### config.mk
export PLATFORM = sky130hd
export DESIGN_NAME = lng_ctrl
export DESIGN_NICKNAME = d
export VERILOG_FILES = /design/src/hw/rtl/lng_pkg.sv /design/src/hw/rtl/lng_ctrl.sv
export SDC_FILE = /design/constraint.sdc
export NUM_CORES = 1
export LEC_CHECK = 0
export BUFFER_PORTS_ARGS = -buffer_cell sky130_fd_sc_hd__buf_2
export CORE_AREA = 2 2 39 41
export CTS_CLUSTER_DIAMETER = 40
export DETAILED_ROUTE_END_ITERATION = 8
export DIE_AREA = 0 0 41 43
export GPL_TIMING_DRIVEN = 0
export PLACE_DENSITY_LB_ADDON = 0.08
export SLEW_MARGIN = 10
export SYNTH_ARGS = -nofsm -noshare
export SYNTH_HDL_FRONTEND = slang
export SYNTH_SLANG_ARGS = --single-unit
export TNS_END_PERCENT = 30
### constraint.sdc
create_clock -name clk -period 2.8 [get_ports clk]
set_input_delay 0.42 -clock clk [delete_from_list [all_inputs] [get_ports clk]]
set_output_delay 0.42 -clock clk [all_outputs]
set_load 0.05 [all_outputs]
### src/hw/rtl/lng_pkg.sv
// Shared constants and controller/datapath interface types for the lucky number generator.
`default_nettype none

package lng_pkg;

  // Fixed field widths.
  localparam int COUNT_W = 13;
  localparam int INDEX_W = 12;

  // Defaults for the top-level parameters.
  localparam int DEPTH_DEF      = 4096;
  localparam int VALUE_BITS_DEF = 24;

  // Reset value of the count limit register.
  localparam logic [COUNT_W-1:0] COUNT_RESET = 13'd4096;

  // Commands from the controller to the datapath.
  typedef struct packed {
    logic accept;     // Take a request, apply restart.
    logic k_init;     // Load k with the current index.
    logic rd_top;     // Read the entry just above the top sieve position.
    logic top_cmp;    // Possibly raise the top sieve position, start the walk.
    logic rd_i;       // Read the sieve value at the walk position.
    logic dec_i;      // Skip this sieve value.
    logic div_start;  // Start k / (L - 1).
    logic k_upd;      // Fold the quotient into k and step down.
    logic fin;        // Form the result and store it in the table.
    logic set_done;   // Form a done result.
    logic out_load;   // Move the result into the output register.
  } cmd_t;

  // Status from the datapath to the controller.
  typedef struct packed {
    logic n_done;     // Index has reached the limit.
    logic n_small;    // Index is 0 or 1.
    logic top_hit;    // Entry above top is at most n + 1.
    logic i_zero;     // Walk has reached position zero.
    logic l_small;    // Sieve value below two.
    logic div_done;   // Quotient is ready.
    logic out_free;   // Output register can take a result.
  } sts_t;

endpackage

`default_nettype wire

### src/hw/rtl/lng_ctrl.sv
// Controller state machine that sequences the sieve walk for each request.
`default_nettype none

module lng_ctrl (
  input  wire logic          clk,
  input  wire logic          rst_n,
  input  wire logic          in_valid,
  output logic               in_stall,
  input  wire lng_pkg::sts_t sts,
  output lng_pkg::cmd_t      cmd
);

  localparam logic [2:0] S_IDLE   = 3'd0;
  localparam logic [2:0] S_CHECK  = 3'd1;
  localparam logic [2:0] S_TOPCMP = 3'd2;
  localparam logic [2:0] S_RD     = 3'd3;
  localparam logic [2:0] S_LD     = 3'd4;
  localparam logic [2:0] S_DIV    = 3'd5;
  localparam logic [2:0] S_FIN    = 3'd6;
  localparam logic [2:0] S_OUT    = 3'd7;

  logic [2:0] state_r, state_nxt;

  // Requests are taken only between items.
  assign in_stall = (state_r != S_IDLE);

  always_comb begin
    state_nxt = state_r;
    cmd       = '0;
    case (state_r)
      S_IDLE: begin
        if (in_valid) begin
          cmd.accept = 1'b1;
          state_nxt  = S_CHECK;
        end
      end
      S_CHECK: begin
        if (sts.n_done) begin
          cmd.set_done = 1'b1;
          state_nxt    = S_OUT;
        end else if (sts.n_small) begin
          state_nxt = S_FIN;
        end else begin
          cmd.k_init = 1'b1;
          cmd.rd_top = 1'b1;
          state_nxt  = S_TOPCMP;
        end
      end
      S_TOPCMP: begin
        cmd.top_cmp = 1'b1;
        state_nxt   = S_RD;
      end
      // Walk the sieve values from the top position down to position one.
      S_RD: begin
        if (sts.i_zero) begin
          state_nxt = S_FIN;
        end else begin
          cmd.rd_i  = 1'b1;
          state_nxt = S_LD;
        end
      end
      S_LD: begin
        if (sts.l_small) begin
          cmd.dec_i = 1'b1;
          state_nxt = S_RD;
        end else begin
          cmd.div_start = 1'b1;
          state_nxt     = S_DIV;
        end
      end
      S_DIV: begin
        if (sts.div_done) begin
          cmd.k_upd = 1'b1;
          state_nxt = S_RD;
        end
      end
      S_FIN: begin
        cmd.fin   = 1'b1;
        state_nxt = S_OUT;
      end
      S_OUT: begin
        if (sts.out_free) begin
          cmd.out_load = 1'b1;
          state_nxt    = S_IDLE;
        end
      end
      default: begin
        state_nxt = S_IDLE;
      end
    endcase
  end

  always_ff @(posedge clk) begin
    if (!rst_n) begin
      state_r <= S_IDLE;
    end else begin
      state_r <= state_nxt;
    end
  end

  // An accepted request always goes to the limit check next.
  a_accept_check: assert property (@(posedge clk) disable iff (!rst_n)
    (in_valid && !in_stall) |=> (state_r == S_CHECK))
    else $error("accepted request did not reach the limit check");

  // The result is only moved when the output register can take it.
  a_load_free: assert property (@(posedge clk) disable iff (!rst_n)
    cmd.out_load |-> sts.out_free)
    else $error("output register overwritten");

  // The table port serves one purpose per cycle.
  a_port_single: assert property (@(posedge clk) disable iff (!rst_n)
    $onehot0({cmd.rd_top, cmd.rd_i, cmd.fin}))
    else $error("table port used twice in one cycle");

  // A finished division always resumes the walk.
  a_div_resume: assert property (@(posedge clk) disable iff (!rst_n)
    (state_r == S_DIV && sts.div_done) |=> (state_r == S_RD))
    else $error("walk did not resume after division");

endmodule

`default_nettype wire

== Word level (Yosys, flattened, before mapping) ==
Index checks and enable logic that the tools add are counted.
Cells by class
  eq/ne operators: 10
  multiplexer cells: 26
  reductions and logical operators: 3
Operators with widths (number)
  $pmux 3 s8: 1
  $mux 3: 6
  $mux 1: 14
  $eq 3x3->1 const B: 4
  $mux 2: 5
  $eq 3x2->1 const B: 2
  $ne 2x2->1 const B: 3
  $eq 3x1->1 const B: 1
  $logic_not 3->1: 1
  $reduce_and 3->1: 1
  $reduce_bool 3->1: 1
Word-level totals
  register bits after elaboration: 3
  input port bits: 10
  output and inout port bits: 12

== Depth between registers and ports, before layout ==
  depth after elaboration: 3
  depth in mapped cells: 5
  gate-level depth less buffers: 4

== Worst setup path before layout ==
Ideal clock, no wire load.
  kind: register to output
  start: register state_r[0]
  end: output port cmd[4] (netlist name)
  arrival: 2.249 ns
  slack: 0.131 ns
  stages on the path, launching flop included: 4
  path buffers: 2
  cell sequence: dfxtp_1 -> buf_6 -> clkbuf_1 -> nor4b_1
RTL lines
  start: declaration: line lng_ctrl.sv:22  | logic [2:0] state_r, state_nxt;
  start signal: assignment: line lng_ctrl.sv:97  | state_r <= state_nxt;
  end: declaration: line lng_ctrl.sv:10  | output lng_pkg::cmd_t cmd

==> results.yml <==
worst_setup_path:
  cp-start-kind: "register"
  slowest_stage: "clkbuf_1"
  crit_chain: "buf_6 > clkbuf_1 > nand2_1 > nor3_1 > buf_4 > buf_2"
  cp_slowest_stage_delay_ns: 0.33
  ff_to_ff_setup_slack_ns: 1.50
  reg2reg_start: "state_r[2]"
  timing.reg2reg.worst_path_depth: 4
  end_kind: "primary output"
  required_ns: 2.38
  worst_r2r_endpoint: "state_r[1]"
  critPathArrivalTime_ns: 1.67
  worstSetupPathType: "reg2out"
  crit_fanout: 10
route:
  postRouteAntennaNets: 0
  routed-via-count: 397
  wirelength_um: 904
  detailedRoute.firstPassIterationCount: 4
  routedWlPerCell_um: 10.6
  drc: 0
  drt_iter0_markers: 8
  vias_per_cell: 4.67
power_and_ir_drop:
  switchingPower_uw: 335
  power_report.internal_total_uw: 248
  pwr-share-seq_pct: 15.2
  pwr_density_cell_mw_per_mm2: 1260
  share_clk_of_total_power_pct: 13.0
  share_comb_of_total_power_pct: 71.9
  total_leakage_power_nw: 0.241
  switching_share_pct: 57.4
  irDropWorstVdd_mv: 0.350
die:
  floorplan.core_area_mm2: 0.00138
  initial_core_util_pct: 23.0
  chipWidth_um: 41
  total_die_area_mm2: 0.00176
  i_o_pin_count: 22
  row_count: 14
  floorplan_die_height_um: 43
grt:
  maximum_number_of_pins_on_one_net_before_global_route_repair: 11
  grt_remaining_overflow: 0
  number_of_antenna_violations_at_the_first_check_in_global_routing: 0
  track_usage_pct: 11.1
  grt_first_pass_wirelength_um: 1320
  grt_pass1_vias: 290
min_path:
  hold_path_end: "state_r[1]"
  timing.hold.worst_path_depth: 2
  min-delay-path-class: "in2reg"
  hold_path.startpoint: "rst_n"
synthesis:
  netlist_area_um2: 318
  mean_instance_size_in_the_synthesized_netlist_um2: 7.06
  synth_top_area_share_pct: 18.9
  syn-instance-count: 45
  synth.yosys.warnings: 0
  netlist-cell-type-count: 27
  postSynthNetCount: 55
  synth_top_cell_by_area: "dfxtp_1"
  yosysSeqAreaShare_pct: 18.9
  yosys-top-cells-area: "dfxtp_1 19%, nor2_1 7.1%, nor4bb_1 6.3%"
  postSynthRegisterBits: 3
cells_and_area:
  final_common_cell: "buf_2"
  antenna_cells: 0
  layout-drive-gt1-share_pct: 39.1
  multi_input_area_um2: 219
  register_name_with_the_most_flops: "state_r"
  num-nets-final: 80
  final-seq-area_um2: 60.1
  biggestRegsByFlops: "state_r: 3 flops"
  mostFrequentLayoutCells: "21 x buf_2, 6 x nor2_1, 5 x nand2_1"
  largest_reg_flops: 3
  fill_cells: 166
  areaGrowthSynthToFinish_pct: 46.1
clock_tree:
  cts.reportedPaths.clkPinSlew_ns: 0.04
  cts-htree-levels: 1
  cts_tree: "built"
  cts.repair_timing.setup_buffer_count: 0
  cts.sink_count: 3
  clkLatencyLatePin_ns: 0.23
  cts-buffers-inserted: 3
  clockRootBuffer: "clkbuf_4"
  cts_buffer_depth: 2
  cts_hold_repair.buffers: 0
  post_cts_resized: 0
sta:
  unrepaired_setup_endpoints_after_global_routing: "no"
  achievable-frequency_mhz: 477
  slew_viol_final: 0
  post-route-min-period_ns: 2.09
  tightest_slew_ns: 0.397
  fin_crit_sh_pct: 74.8
  clock-skew-final_ns: 0.00176
  setup_viol_count_final: 0
  post_route_setup_tns_ns: 0
  timing.slew.headroom_pct: 73.5
  final_hold_viol_count: 0
  finalWorstSetupSlack_ns: 0.706
place:
  place_congestion: 0.736
  hpwlAfterDp_um: 658
  portBuffers: 20
  setup_slack_at_placement_ns: 0.936
run_status:
  outcome: "finished, final reports clean"
flow_run:
  max_cap_viol_count: 0
metal layers:
layer / GRT usage, % / vias up / wire [um]
met5: 0 / - / 0
met4: 2.00 / 0 / 0
met3: 5.24 / 0 / 79
met2: 13.4 / 18 / 365
met1: 17.6 / 171 / 459
li1: - / 208 / -
through the flow:
stage          utilization, %  instance area [um2]  power, mW  hold WS [ns]  cells
6_report                 33.5                  464      0.583         0.478     85
4_1_cts                  33.5                  464      0.592         0.469     85
5_1_grt                  33.5                  464      0.628         0.499     85
2_1_floorplan               -                  318      0.422         0.553     45
3_3_place_gp             31.6                  438      0.513         0.719     81
3_5_place_dp             31.6                  438      0.512         0.717     81
cells in the mapped netlist:
library cell,number
buf_4,1
a311oi_1,1
buf_6,1
a22o_1,1
o221ai_1,1
nand2b_1,1
nor2b_1,2
buf_2,1
a21oi_1,2
o21ai_0,1
dfxtp_1,3
nor2_1,6
nor4b_1,1
nand3b_1,1
inv_1,2
nand2_1,5
and3_1,1
clkbuf_1,2
nor4bb_1,2
nor3b_1,1
a211oi_1,1
mux2i_1,1
nor3_1,2
or3_1,2
and4b_1,1
nor3b_2,1
o21ai_1,1
cells by family after synthesis:
| family | count (synthesis) | share of synthesized area (%) |
|---|---|---|
| flip-flops | 3 | 18.9 |
| AO/OA/AOI/OAI | 8 | 16.9 |
| buffers and inverters | 7 | 12.2 |
| AND/OR/NAND/NOR | 26 | 48.8 |
| multiplexers | 1 | 3.15 |
cell type report:
type | count | area share, %
plain buffers | 5 | 6.74
clock buffers | 4 | 5.66
inverters | 2 | 1.62
multi-input cells | 35 | 47.2
flip-flops and latches | 3 | 12.9
well taps | 16 | 4.31
repair buffers | 20 | 21.6
worst max path at each step:
| stage | from | end | cells past startpoint |
|---|---|---|---|
| floorplan | state_r[0] | cmd[4] | 3 |
| global placement | state_r[0] | cmd[9] | 6 |
| detailed placement | state_r[0] | cmd[9] | 6 |
| CTS | state_r[0] | cmd[9] | 6 |
| global route | state_r[0] | cmd[9] | 6 |
| finish | state_r[0] | cmd[9] | 6 |
worst max-delay path: cells and delay by family, from the launching register on:
kind | cells | cell delay [ns]
buffers and inverters | 4 | 0.85
flip-flops | 1 | 0.31
AND/OR/NAND/NOR | 2 | 0.28
power by group through the flow:
| stage | clock network, mW | registers (mW) | logic [mW] |
|---|---|---|---|
| 2_1_floorplan | 0 | 0.0803 | 0.341 |
| 3_3_place_gp | 0 | 0.0896 | 0.423 |
| 3_5_place_dp | 0 | 0.0899 | 0.422 |
| 4_1_cts | 0.0805 | 0.0895 | 0.422 |
| 5_1_grt | 0.0823 | 0.0926 | 0.453 |
| 6_report | 0.0757 | 0.0884 | 0.419 |
Note: power is estimated with default switching activity, not from simulation.
